File: src/design/mnpd_pkg.sv
// Shared types and constants for the M/N pin debouncer.
package mnpd_pkg;

   localparam int NUM_PORTS    = 4;
   localparam int PORT_PINS    = 8;
   localparam int THRESH_REG_W = 5;
   localparam int CSR_IDX_W    = 3;
   localparam int CSR_DATA_W   = 8;

   localparam logic OP_POLL = 1'b0;
   localparam logic OP_INIT = 1'b1;

   localparam logic [CSR_IDX_W-1:0] CSR_ENABLE_A = 3'd0;
   localparam logic [CSR_IDX_W-1:0] CSR_ENABLE_B = 3'd1;
   localparam logic [CSR_IDX_W-1:0] CSR_ENABLE_C = 3'd2;
   localparam logic [CSR_IDX_W-1:0] CSR_ENABLE_D = 3'd3;
   localparam logic [CSR_IDX_W-1:0] CSR_TICKS    = 3'd4;
   localparam logic [CSR_IDX_W-1:0] CSR_DIFFER   = 3'd5;

   localparam logic [THRESH_REG_W-1:0] TICKS_RESET  = 5'd4;
   localparam logic [THRESH_REG_W-1:0] DIFFER_RESET = 5'd3;

   typedef struct packed {
      logic       opcode;
      logic [7:0] pins_a;
      logic [7:0] pins_b;
      logic [7:0] pins_c;
      logic [7:0] pins_d;
   } req_type;

   typedef struct packed {
      logic [7:0] level_a;
      logic [7:0] level_b;
      logic [7:0] level_c;
      logic [7:0] level_d;
      logic [7:0] changed_a;
      logic [7:0] changed_b;
      logic [7:0] changed_c;
      logic [7:0] changed_d;
      logic       any_change;
   } rsp_type;

   typedef struct packed {
      logic [PORT_PINS-1:0] level;
      logic [PORT_PINS-1:0] changed;
   } lane_result_type;

endpackage

File: src/design/mn_pin_debouncer.sv
// Top level of the M/N pin debouncer: registers, four port lanes and the merge stage.
//
//   channel | direction | handshake            | payload
//   req     | in        | req_valid/req_stall  | req_data  (opcode, pins_a..pins_d)
//   rsp     | out       | rsp_valid/rsp_stall  | rsp_data  (levels, change flags, any_change)
//   csr     | in        | csr_valid/csr_ready  | csr_index, csr_data
//
// One request per cycle while req_stall is low; its response is registered (output or skid register).
// All 32 pins are updated in parallel by four 8-pin lanes in the accepting cycle.
// A two-entry output stage (output plus skid register) lets requests flow while rsp stalls;
// req_stall rises only once both entries are full.
// Synchronous reset clears levels, counters, enables and output valid flags, and loads the threshold defaults.
module mn_pin_debouncer #(
   parameter int TICK_BITS   = 4,
   parameter int DIFFER_BITS = 4
) (
   input  logic                                clock,
   input  logic                                reset,
   input  logic                                req_valid,
   output logic                                req_stall,
   input  mnpd_pkg::req_type                   req_data,
   output logic                                rsp_valid,
   input  logic                                rsp_stall,
   output mnpd_pkg::rsp_type                   rsp_data,
   input  logic                                csr_valid,
   output logic                                csr_ready,
   input  logic [mnpd_pkg::CSR_IDX_W-1:0]      csr_index,
   input  logic [mnpd_pkg::CSR_DATA_W-1:0]     csr_data
);

   localparam int TICK_W   = (TICK_BITS > mnpd_pkg::THRESH_REG_W) ?
                             TICK_BITS + 1 : mnpd_pkg::THRESH_REG_W + 1;
   localparam int DIFFER_W = (DIFFER_BITS > mnpd_pkg::THRESH_REG_W) ?
                             DIFFER_BITS + 1 : mnpd_pkg::THRESH_REG_W + 1;

   logic [mnpd_pkg::PORT_PINS-1:0]    enable_ff [mnpd_pkg::NUM_PORTS];
   logic [mnpd_pkg::THRESH_REG_W-1:0] ticks_ff;
   logic [mnpd_pkg::THRESH_REG_W-1:0] differ_ff;

   logic [TICK_W-1:0]      tick_t;
   logic [TICK_W-1:0]      tick_max;
   logic [DIFFER_W-1:0]    differ_t;
   logic [DIFFER_W-1:0]    differ_max;
   logic [TICK_BITS-1:0]   tick_th;
   logic [DIFFER_BITS-1:0] diff_th;

   logic                              accept;
   logic                              full;
   logic [mnpd_pkg::PORT_PINS-1:0]    pins [mnpd_pkg::NUM_PORTS];
   mnpd_pkg::lane_result_type [mnpd_pkg::NUM_PORTS-1:0] lane_res;

   assign csr_ready = 1'b1;

   always_ff @(posedge clock) begin
      if (reset) begin
         for (int k = 0; k < mnpd_pkg::NUM_PORTS; k++) begin
            enable_ff[k] <= '0;
         end
         ticks_ff  <= mnpd_pkg::TICKS_RESET;
         differ_ff <= mnpd_pkg::DIFFER_RESET;
      end else if (csr_valid && csr_ready) begin
         unique case (csr_index)
            mnpd_pkg::CSR_ENABLE_A: enable_ff[0] <= csr_data;
            mnpd_pkg::CSR_ENABLE_B: enable_ff[1] <= csr_data;
            mnpd_pkg::CSR_ENABLE_C: enable_ff[2] <= csr_data;
            mnpd_pkg::CSR_ENABLE_D: enable_ff[3] <= csr_data;
            mnpd_pkg::CSR_TICKS:    ticks_ff  <= csr_data[mnpd_pkg::THRESH_REG_W-1:0];
            mnpd_pkg::CSR_DIFFER:   differ_ff <= csr_data[mnpd_pkg::THRESH_REG_W-1:0];
            default: ;
         endcase
      end
   end

   // threshold is reg-1, zero treated as one, saturated at the counter's top value
   always_comb begin
      tick_t     = (ticks_ff == '0) ? '0 : (TICK_W'(ticks_ff) - TICK_W'(1));
      tick_max   = TICK_W'((1 << TICK_BITS) - 1);
      differ_t   = (differ_ff == '0) ? '0 : (DIFFER_W'(differ_ff) - DIFFER_W'(1));
      differ_max = DIFFER_W'((1 << DIFFER_BITS) - 1);
      tick_th    = (tick_t > tick_max) ? tick_max[TICK_BITS-1:0] : tick_t[TICK_BITS-1:0];
      diff_th    = (differ_t > differ_max) ? differ_max[DIFFER_BITS-1:0]
                                           : differ_t[DIFFER_BITS-1:0];
   end

   assign req_stall = full;
   assign accept    = req_valid & ~full;

   assign pins[0] = req_data.pins_a;
   assign pins[1] = req_data.pins_b;
   assign pins[2] = req_data.pins_c;
   assign pins[3] = req_data.pins_d;

   for (genvar k = 0; k < mnpd_pkg::NUM_PORTS; k++) begin : g_lane
      mnpd_lane #(
         .TICK_BITS   (TICK_BITS),
         .DIFFER_BITS (DIFFER_BITS)
      ) u_lane (
         .clock   (clock),
         .reset   (reset),
         .go      (accept),
         .init    (req_data.opcode == mnpd_pkg::OP_INIT),
         .enable  (enable_ff[k]),
         .pins    (pins[k]),
         .tick_th (tick_th),
         .diff_th (diff_th),
         .result  (lane_res[k])
      );
   end

   mnpd_merge u_merge (
      .clock     (clock),
      .reset     (reset),
      .push      (accept),
      .lanes     (lane_res),
      .full      (full),
      .rsp_valid (rsp_valid),
      .rsp_stall (rsp_stall),
      .rsp_data  (rsp_data)
   );

endmodule

File: src/design/mnpd_lane.sv
// One port lane: per-pin tick and differ counters and the debounced levels.
module mnpd_lane #(
   parameter int TICK_BITS   = 4,
   parameter int DIFFER_BITS = 4
) (
   input  logic                                clock,
   input  logic                                reset,
   input  logic                                go,
   input  logic                                init,
   input  logic [mnpd_pkg::PORT_PINS-1:0]      enable,
   input  logic [mnpd_pkg::PORT_PINS-1:0]      pins,
   input  logic [TICK_BITS-1:0]                tick_th,
   input  logic [DIFFER_BITS-1:0]              diff_th,
   output mnpd_pkg::lane_result_type           result
);

   logic [mnpd_pkg::PORT_PINS-1:0] level_ff;
   logic [mnpd_pkg::PORT_PINS-1:0] level_in;
   logic [TICK_BITS-1:0]           tick_ff   [mnpd_pkg::PORT_PINS];
   logic [TICK_BITS-1:0]           tick_in   [mnpd_pkg::PORT_PINS];
   logic [DIFFER_BITS-1:0]         differ_ff [mnpd_pkg::PORT_PINS];
   logic [DIFFER_BITS-1:0]         differ_in [mnpd_pkg::PORT_PINS];

   always_comb begin
      for (int i = 0; i < mnpd_pkg::PORT_PINS; i++) begin
         level_in[i]  = level_ff[i];
         tick_in[i]   = tick_ff[i];
         differ_in[i] = differ_ff[i];
         if (init) begin
            level_in[i]  = enable[i] & pins[i];
            tick_in[i]   = '0;
            differ_in[i] = '0;
         end else if (enable[i]) begin
            if (tick_ff[i] < tick_th) begin
               tick_in[i] = tick_ff[i] + TICK_BITS'(1);
            end else if (pins[i] == level_ff[i]) begin
               differ_in[i] = '0;
            end else if (differ_ff[i] >= diff_th) begin
               tick_in[i]   = '0;
               differ_in[i] = '0;
               level_in[i]  = ~level_ff[i];
            end else begin
               differ_in[i] = differ_ff[i] + DIFFER_BITS'(1);
            end
         end
      end
   end

   assign result.level   = level_in;
   assign result.changed = init ? '0 : (level_in ^ level_ff);

   always_ff @(posedge clock) begin
      if (reset) begin
         level_ff <= '0;
         for (int i = 0; i < mnpd_pkg::PORT_PINS; i++) begin
            tick_ff[i]   <= '0;
            differ_ff[i] <= '0;
         end
      end else if (go) begin
         level_ff <= level_in;
         for (int i = 0; i < mnpd_pkg::PORT_PINS; i++) begin
            tick_ff[i]   <= tick_in[i];
            differ_ff[i] <= differ_in[i];
         end
      end
   end

endmodule

File: src/design/mnpd_merge.sv
// Merge stage: gathers lane results, forms the any-change flag, output and skid registers.
module mnpd_merge (
   input  logic                                                   clock,
   input  logic                                                   reset,
   input  logic                                                   push,
   input  mnpd_pkg::lane_result_type [mnpd_pkg::NUM_PORTS-1:0]    lanes,
   output logic                                                   full,
   output logic                                                   rsp_valid,
   input  logic                                                   rsp_stall,
   output mnpd_pkg::rsp_type                                      rsp_data
);

   mnpd_pkg::rsp_type merged;
   mnpd_pkg::rsp_type main_ff;
   mnpd_pkg::rsp_type skid_ff;
   logic              main_valid_ff;
   logic              skid_valid_ff;
   logic              pop;

   always_comb begin
      merged.level_a    = lanes[0].level;
      merged.level_b    = lanes[1].level;
      merged.level_c    = lanes[2].level;
      merged.level_d    = lanes[3].level;
      merged.changed_a  = lanes[0].changed;
      merged.changed_b  = lanes[1].changed;
      merged.changed_c  = lanes[2].changed;
      merged.changed_d  = lanes[3].changed;
      merged.any_change = |{lanes[0].changed, lanes[1].changed,
                            lanes[2].changed, lanes[3].changed};
   end

   assign pop       = main_valid_ff & ~rsp_stall;
   assign full      = skid_valid_ff;
   assign rsp_valid = main_valid_ff;
   assign rsp_data  = main_ff;

   always_ff @(posedge clock) begin
      if (reset) begin
         main_valid_ff <= 1'b0;
         skid_valid_ff <= 1'b0;
      end else if (pop) begin
         if (skid_valid_ff) begin
            skid_valid_ff <= 1'b0;
         end else begin
            main_valid_ff <= push;
         end
      end else if (push) begin
         if (main_valid_ff) begin
            skid_valid_ff <= 1'b1;
         end else begin
            main_valid_ff <= 1'b1;
         end
      end
   end

   always_ff @(posedge clock) begin
      if (pop) begin
         if (skid_valid_ff) begin
            main_ff <= skid_ff;
         end else if (push) begin
            main_ff <= merged;
         end
      end else if (push) begin
         if (main_valid_ff) begin
            skid_ff <= merged;
         end else begin
            main_ff <= merged;
         end
      end
   end

`ifndef SYNTH
   a_skid_needs_main: assert property (@(posedge clock) disable iff (reset)
      skid_valid_ff |-> main_valid_ff)
      else $error("skid register holds a request while the output register is empty");

   a_no_push_when_full: assert property (@(posedge clock) disable iff (reset)
      skid_valid_ff |-> !push)
      else $error("request accepted while skid register is full");

   a_any_change_matches: assert property (@(posedge clock) disable iff (reset)
      rsp_valid |-> (rsp_data.any_change ==
         (|{rsp_data.changed_a, rsp_data.changed_b,
            rsp_data.changed_c, rsp_data.changed_d})))
      else $error("any_change disagrees with per-port change flags");

   a_skid_drains: assert property (@(posedge clock) disable iff (reset)
      (skid_valid_ff && !rsp_stall) |=> !skid_valid_ff)
      else $error("skid register not drained after output taken");
`endif

endmodule

File: config.mk
export PLATFORM = sky130hd
export DESIGN_NAME = mn_pin_debouncer
export DESIGN_NICKNAME = d
export VERILOG_FILES = /design/src/design/mnpd_pkg.sv /design/src/design/mn_pin_debouncer.sv /design/src/design/mnpd_lane.sv /design/src/design/mnpd_merge.sv
export SDC_FILE = /design/constraint.sdc
export NUM_CORES = 1
export LEC_CHECK = 0
export ABC_AREA = 1
export BUFFER_PORTS_ARGS = -buffer_cell sky130_fd_sc_hd__clkbuf_2
export CAP_MARGIN = 20
export CORE_ASPECT_RATIO = 1.4
export CORE_MARGIN = 2
export CORE_UTILIZATION = 68
export CTS_CLUSTER_DIAMETER = 30
export DETAILED_ROUTE_END_ITERATION = 8
export PLACE_DENSITY = 0.87
export RECOVER_POWER = 100
export SLEW_MARGIN = 10
export SYNTH_ARGS = -nofsm -noshare
export SYNTH_HDL_FRONTEND = slang
export SYNTH_SLANG_ARGS = --single-unit
File: constraint.sdc
create_clock -name clock -period 10.9 [get_ports clock]
set_input_delay 1.09 -clock clock [delete_from_list [all_inputs] [get_ports clock]]
set_output_delay 1.09 -clock clock [all_outputs]
set_load 0.02 [all_outputs]
After elaboration in Yosys (flattened, before gate mapping)

Memory sizes are Yosys's and may differ from the RTL's.
Index checks and enable logic that the tools add are counted.

$add $sub $neg: 66
Magnitude comparators: 66
Eq/ne operators: 39
Multiplexer cells: 585
Bitwise operators: 141
Reductions and logical operators: 13

Operators with widths:

| cell                  | count |
|---|---|
| $mux W4               | 386 |
| $mux W65              | 5 |
| $add A4 B1 Y4 const B | 64 |
| $mux W1               | 184 |
| $ge A4 B4 Y1          | 32 |
| $lt A4 B4 Y1          | 32 |
| $or A1 B1 Y1          | 68 |
| $mux W8               | 8 |
| $not A1 Y1            | 35 |
| $and A1 B1 Y1         | 34 |
| $eq A1 B1 Y1          | 32 |
| $reduce_or A32 Y1     | 1 |
| $xor A8 B8 Y8         | 4 |
| $gt A6 B4 Y1 const B  | 2 |
| $mux W6               | 2 |
| $sub A5 B1 Y6 const B | 2 |
| $logic_not A5 Y1      | 2 |
| $reduce_and A2 Y1     | 4 |
| $eq A3 B2 Y1 const B  | 2 |
| $eq A3 B3 Y1 const B  | 2 |
| $reduce_and A3 Y1     | 2 |
| $ne A2 B2 Y1 const B  | 2 |
| $reduce_bool A2 Y1    | 2 |
| $eq A3 B1 Y1 const B  | 1 |
| other kinds (2)       | 2 |

Bits in registers: 174
Bits in writable memories: 288
Bits of input ports: 49
Output and inout bits: 68
Word-level logic and storage cells: 945
Memories kept: 9

Memories:

| name                       | depth | width | read ports | clocked after Yosys merged registers in | write ports | RTL line               | RTL |
|---|---|---|---|---|---|---|---|
| enable_ff                  | 4     | 8     | 4          | 0                                       | 4           | mn_pin_debouncer.sv:36 | `logic [mnpd_pkg::PORT_PINS-1:0] enable_ff [mnpd_pkg::NUM_PORTS];` |
| g_lane[0].u_lane.differ_ff | 8     | 4     | 8          | 0                                       | 8           | mnpd_lane.sv:21        | `logic [DIFFER_BITS-1:0] differ_ff [mnpd_pkg::PORT_PINS];` |
| g_lane[0].u_lane.tick_ff   | 8     | 4     | 8          | 0                                       | 8           | mnpd_lane.sv:19        | `logic [TICK_BITS-1:0] tick_ff [mnpd_pkg::PORT_PINS];` |
| g_lane[1].u_lane.differ_ff | 8     | 4     | 8          | 0                                       | 8           | mnpd_lane.sv:21        |  |
| g_lane[1].u_lane.tick_ff   | 8     | 4     | 8          | 0                                       | 8           | mnpd_lane.sv:19        |  |
| g_lane[2].u_lane.differ_ff | 8     | 4     | 8          | 0                                       | 8           | mnpd_lane.sv:21        |  |
| 3 more memories            | --    | --    | --         | --                                      | --          | --                     |  |

Longest topological paths before layout

Gate-level depths: netlist of run 1.

Depth in word-level cells: 16
Mapped depth: 27
Gate-level depth less buffers: 27

By module

Synthesis of run 1 repeated with hierarchy kept, for this count alone.

Cell total of the unflattened synthesis: 3168
Area, all modules: 28557.4 um2

Modules (own cells, without submodules):

| module                           | instances | cells each | area each (um2) | sequential area each (um2) |
|---|---|---|---|---|
| mnpd_lane (g_lane[0].u_lane ...) | 2         | 645        | 5429.0          | 2082.0 |
| mnpd_lane (g_lane[2].u_lane)     | 1         | 645        | 5424.0          | 2082.0 |
| mnpd_lane (g_lane[1].u_lane)     | 1         | 645        | 5418.9          | 2082.0 |
| mnpd_merge                       | 1         | 386        | 4993.5          | 3943.8 |
| mn_pin_debouncer                 | 1         | 202        | 1863.0          | 1161.1 |

Worst setup path after synthesis of run 1

No wires, ideal clock.

Path type: input to register
From: input rsp_stall
To: register u_merge.main_ff (netlist bit u_merge.rsp_data[0]) (enable)
Data arrival time: 6.371 ns
Data required time: 10.313 ns
Setup slack: 3.942 ns
Cell stages on the path: 5
Cell sequence: nor2_1 -> nand2_1 -> clkbuf_1 -> clkbuf_1 -> a21boi_0

Cells in the longest elaborated chain, start to end: 4
Elaborated cells between the ends (all ways): 5
Classes of those cells: eq/ne (1); bitwise (2); reduce/logical (2)

Ends and longest elaborated chain:

| element                                                                    | RTL line               | RTL |
|---|---|---|
| start, declared                                                            | mn_pin_debouncer.sv:23 | `input logic rsp_stall,` |
| $not A1 Y1 (*)                                                             | mnpd_merge.sv:33       | `assign pop = main_valid_ff & ~rsp_stall;` |
| $and A1 B1 Y1 (*)                                                          | mnpd_merge.sv:33       |  |
| $ne A2 B2 Y1 (no source line) / $reduce_bool A2 Y1 (equally long branches) | --                     |  |
| $reduce_and A3 Y1 (no source line) (*)                                     | --                     |  |
| end signal, assigned                                                       | mnpd_merge.sv:60       | `main_ff <= skid_ff;` |
| end signal, assigned                                                       | mnpd_merge.sv:62       | `main_ff <= merged;` |
| end signal, assigned                                                       | mnpd_merge.sv:68       | `main_ff <= merged;` |
| end, declared                                                              | mnpd_merge.sv:14       | `mnpd_pkg::rsp_type main_ff;` |

Mark *: on every way between the ends. The rest lies on a longest branch, timed or not.
A chain may end at the register's enable or synchronous reset.

==> results of run 1 <==
metal layers:
layer / vias up / global-route usage, %
li1: 10400 / -
met1: 10300 / 36.4
met2: 1310 / 58.2
met3: 466 / 7.94
met4: 0 / 25.7
met5: - / 0
final cells by class:
cell class                 count  area share, %
clock buffer                  85           6.33
clock inverter                52           1.95
inverter                     553           6.68
multi-input combinational   2008           37.7
sequential                   462           43.2
tap                          534           2.15
timing repair buffer         133           1.95
metrics by stage:
stage          cell area [µm²]  setup WS (ps)  utilization [%]
2_1_floorplan            27600           3940                -
3_3_place_gp             28700           6520             71.5
3_5_place_dp             28700           6430             71.5
4_1_cts                  31300           6360             77.9
5_1_grt                  31100           4460             77.4
6_report                 31100           4620             77.4
cell usage after synthesis, drive strengths merged:
master	count
a21boi	18
a21oi	161
a31oi	2
buf	14
clkbuf	42
clkinv	2
conb	1
dfxtp	44
edfxtp	418
ha	258
inv	551
nand2	568
nand3	233
nand3b	15
nand4	30
nor2	381
nor3	1
o211ai	6
o21ai	138
o21bai	1
o22ai	24
or2	7
xnor2	72
xor2	92
worst paths after layout:
path | start | end | slack [ps] | cells after the start
worst max-delay path | differ_ff[0] | u_merge.rsp_data[0] | 4620 | 24
worst min register to register | ticks_ff[4] | ticks_ff[4] | 490 | 2
worst min-delay path | ticks_ff[4] | ticks_ff[4] | 490 | 2
worst max register to register | differ_ff[0] | u_merge.rsp_data[0] | 4620 | 24
worst max-delay path: stages (launching register included):
cell and delay [ps]:
dfxtp_1 400, inv_1 100, ha_1 250, nand3_1 130
inv_1 100, a21oi_4 110, clkbuf_1 2220, ha_1 560
o21ai_0 260, nand2_1 140, or2_2 290, a31oi_1 270
nor2_1 110, nand2_1 80, nand2_1 60, nand3_1 80
nand2_1 80, inv_1 80, nand2_1 70, nand2_1 110
nand2_1 130, nor2_1 170, nand3_1 100, nand2_1 100
inv_1 40
cells by family after synthesis:
logic type                 count (synthesis)
buffers and inverters                    609
DFF                                      462
adders and majority gates                258
other                                      1
xor gates and xnor gates                 164
and+or+nand+nor                         1235
AOI/OAI and AO/OA                        350
registers in the layout (all words and copies together) (netlist names):
signal                   cells
differ_ff                    5
g_lane.u_lane.tick_ff      128
u_merge.skid_ff             65
ticks_ff                     5
u_merge.rsp_data            65
g_lane.u_lane.differ_ff    128
g_lane.u_lane.level_ff      32
enable_ff                   32
u_merge.full                 1
u_merge.rsp_valid            1
power breakdown:
part	internal, W	total (W)	switching (W)	leakage, nW
sequential	0.00214	0.00227	0.000132	4.61
combinational	0.000318	0.000998	0.000680	8.93
clock	0.00152	0.00243	0.000913	1.24
total	0.00397	0.00569	0.00173	14.8
==> out/results.ini, run 1 <==
[worst_setup_path]
critPathLaunchType=register
crit_fanout=32
crit_required_ps=11260
endpoint_kind=register
worst-setup-path-type=register to register
worstPathArrival_ps=6640

[place]
portBuffers=115
dpl.hpwl_um=45000
gp_congestion=0.896
post-place-cells=3690

[routing]
vias=22500
viasPerCell=5.89
met1Wirelength_um=24300
drtAntennaViolNets=0
wirelength_um=71900
routed.top_layer=met4
first_pass_iters=6
dr_wl_met3_um=7290
drc=0
post_drt_wl_per_cell_um=18.8
first_iter_violations=1763
wl_met2_um=34500

[grt]
grt_max_degree=85
gr-total-overflow=0
antenna_found_initial=1
first_global_vias=23600
grt_util_all_layers_pct=34.0
grt_pass1_wl_um=113000

[layout]
final_cell_mix=550 x inv_1, 545 x nand2_1, 418 x edfxtp_1, 377 x nor2_1, 258 x ha_1
syn_to_final_growth_pct=12.8
layout-drive-gt1-share_pct=6.89
seq_area_um2=13400
finalNonFillerCells=3827
layout.nets=3539
multiInputGateArea_um2=11700
final_common_cell=inv_1
antenna_cells_inserted=0
fillers=2424

[cts]
cts_root_buf=clkbuf_16
cts_hold_buf=0
cts_resized=0
insertion_delay_ps=610
cts.sinks=462
path_clk_slew_ps=60
cts.path.max_buffers=3
numCtsBuffers=74
post_cts_buffers=0
h-tree-depth=3
cts_tree=built

[pwr]
ir_drop_mv=0.154
p_per_area_nw_per_um2=183
leakage_nw=14.8
power_w=0.00569

[timing]
fin_worst_hold_slack_ps=487
fmax_mhz=159
slew_headroom_pct=-208
worst_pin_slew_ps=4620
finalCritPeriodShare_pct=57.6
hold_viol=0
fin_skew_ps=23.5
setup_violations=0
drv_slew=278
fin_crit_ps=6280
tns_ps=0
rsz0062_at_grt=false

[logic_synthesis]
synthXorXnorAreaFrac_pct=5.21
synth_top_area_share_pct=45.6
synthMuxAreaShare_pct=0
syn_nets=3386
netlist-cell-type-count=35
synthesis.instances=3079
syn_area_per_cell_um2=8.95
synth_top_family_by_area=simple AND/OR/NAND/NOR gates
synth_area_um2=27600
yosys.area_share.adder_pct=11.7
synth-seq-cells=462
yosysTopAreaCell=edfxtp_1
yosys_warnings=0
synth_compound_area_share_pct=6.89
synth_area_leaders=edfxtp_1 46%, ha_1 12%, inv_1 7.5%, nand2_1 7.4%, nor2_1 5.1%
seq_area_frac_synth_pct=48.8
synth-simple-area-share_pct=18.9

[run_status]
violations=max-capacitance violations, max-slew violations
outcome=finished with violations

[floorplanning]
die_w_um=174
core_area_um2=40200
die_h_um=242
rows=87
start_util_pct=68.6
design.die.area_um2=42200
io_pins=117

[min_path]
worstHoldPathType=register to register

[job]
cap_violations=6

Note: power is estimated with default switching activity, not from simulation.
==> run 2, diff against run 1 <==
- CORE_UTILIZATION: 68 -> 63
- PLACE_DENSITY: 0.87 -> 0.81
- clock period: 10.9 -> 6.4 ns (I/O delays scaled with it)
==> out/results.ini, run 2 (same netlist as run 1, synthesis figures left out) <==
[run_status]
outcome=finished with violations
violations=max-capacitance violations, max-slew violations

[floorplanning]
core_area_um2=43100
rows=90
die_w_um=181
start_util_pct=63.9
io_pins=117
die_h_um=251
design.die.area_um2=45400

[worst_setup_path]
worst-setup-path-type=register to register
crit_required_ps=6780
worstPathArrival_ps=5900
path_buf_inv=5
crit_fanout=21
cp_slowest_stage_delay_ps=1620
endpoint_kind=register
critPathLaunchType=register
crit_path_cell_trace=inv_1, ha_1, nand3_1, inv_1, o21ai_0, inv_1, clkbuf_1, ha_1, a21oi_1, nand2_2, nand2_1, nand2_1, nand3_1, nand3_1, nand2_1, nand2_1, nor2_1, nand2_1, nor2_2, nand3_1, nand2_1, inv_1
cpLargestDelayFamily=buffers and inverters
slowest_stage=clkbuf_1
cpMostUsedCell=nand2_1

[place]
dpl.hpwl_um=45800
dpl_worst_slack_ps=1870
portBuffers=115
gp_congestion=0.873
post-place-cells=3710

[routing]
viasPerCell=5.79
drc=0
first_iter_violations=1865
wirelength_um=72400
post_drt_wl_per_cell_um=18.7
vias=22400
drtAntennaViolNets=0
first_pass_iters=6

[layout]
final_common_cell=inv_1
layout-drive-gt1-share_pct=7.72
finalNonFillerCells=3869
final_util_pct=73.0
fillers=2996
final_cell_mix=551 x inv_1, 545 x nand2_1, 418 x edfxtp_1, 373 x nor2_1, 258 x ha_1
reg_top3=g_lane.u_lane.differ_ff x128, g_lane.u_lane.tick_ff x128
syn_to_final_growth_pct=14.3
layout.nets=3551

[job]
cap_violations=5

[grt]
grt_pass1_wl_um=113000
first_global_vias=22800
antenna_found_initial=3
grt_max_degree=89
gr-total-overflow=0
grt_util_all_layers_pct=31.7

[timing]
fmax_mhz=181
hold_viol=0
fin_crit_ps=5520
drv_slew=186
slew_headroom_pct=-230
worst_pin_slew_ps=4960
tns_ps=0
setup_violations=0
fin_ws_ps=879
finalCritPeriodShare_pct=86.3
rsz0062_at_grt=false
fin_skew_ps=37.3

[cts]
h-tree-depth=3
insertion_delay_ps=630
numCtsBuffers=83
cts.sinks=462
post_cts_buffers=0
cts.path.max_buffers=3
cts_root_buf=clkbuf_16
path_clk_slew_ps=60
cts_hold_buf=0
cts_resized=0
cts_tree=built

[min_path]
worstHoldPathType=primary input to register

[pwr]
ir_drop_mv=0.217
p_per_area_nw_per_um2=323
power_w=0.0102
leakage_nw=15.0

[run 2: per-stage QoR]
stage | area (µm²) | hold WS (ps)
after CTS | 31700 | 247
after floorplan | 27600 | 450
final | 31500 | 250
after global placement | 28800 | 475
after detailed placement | 28800 | 473
after global routing | 31500 | 265
[run 2: area by class of cell]
| cell class | instances | area, µm² | area share [%] |
|---|---|---|---|
| Multi-Input combinational cell | 2008 | 11700 | 37.2 |
| Timing Repair Buffer | 136 | 617 | 1.96 |
| Clock buffer | 90 | 2130 | 6.78 |
| Tap cell | 552 | 691 | 2.19 |
| Antenna cell | 2 | 5.00 | 0.0159 |
| Inverter | 553 | 2080 | 6.59 |
| Sequential cell | 462 | 13400 | 42.7 |
| Clock inverter | 66 | 811 | 2.57 |
[run 2: path summary, 6_finish.rpt]
check,startpoint,endpoint,slack (ps),cells past startpoint
hold reg to reg,ticks_ff[4],ticks_ff[4],480,2
hold / removal,reset,u_merge.full,250,2
setup reg to reg,ticks_ff[0],u_merge.rsp_data[0],880,22
setup / recovery,ticks_ff[0],u_merge.rsp_data[0],880,22
[run 2: metal layers]
metal  wire length, µm  GRT usage (%)  up-vias  part of all wire, %
li1                  -              -    10500                    -
met1             25400           35.8    10400                   35
met2             35300           54.2     1130                   49
met3              7110           6.86      336                  9.8
met4              4550           20.5        2                  6.3
met5                11              0        -                0.015
[run 2: where the power goes]
| part | switching (W) | internal, W |
|---|---|---|
| Combinational | 0.00114 | 0.000541 |
| Clock | 0.00167 | 0.00296 |
| Sequential | 0.000223 | 0.00363 |
| Total | 0.00303 | 0.00713 |
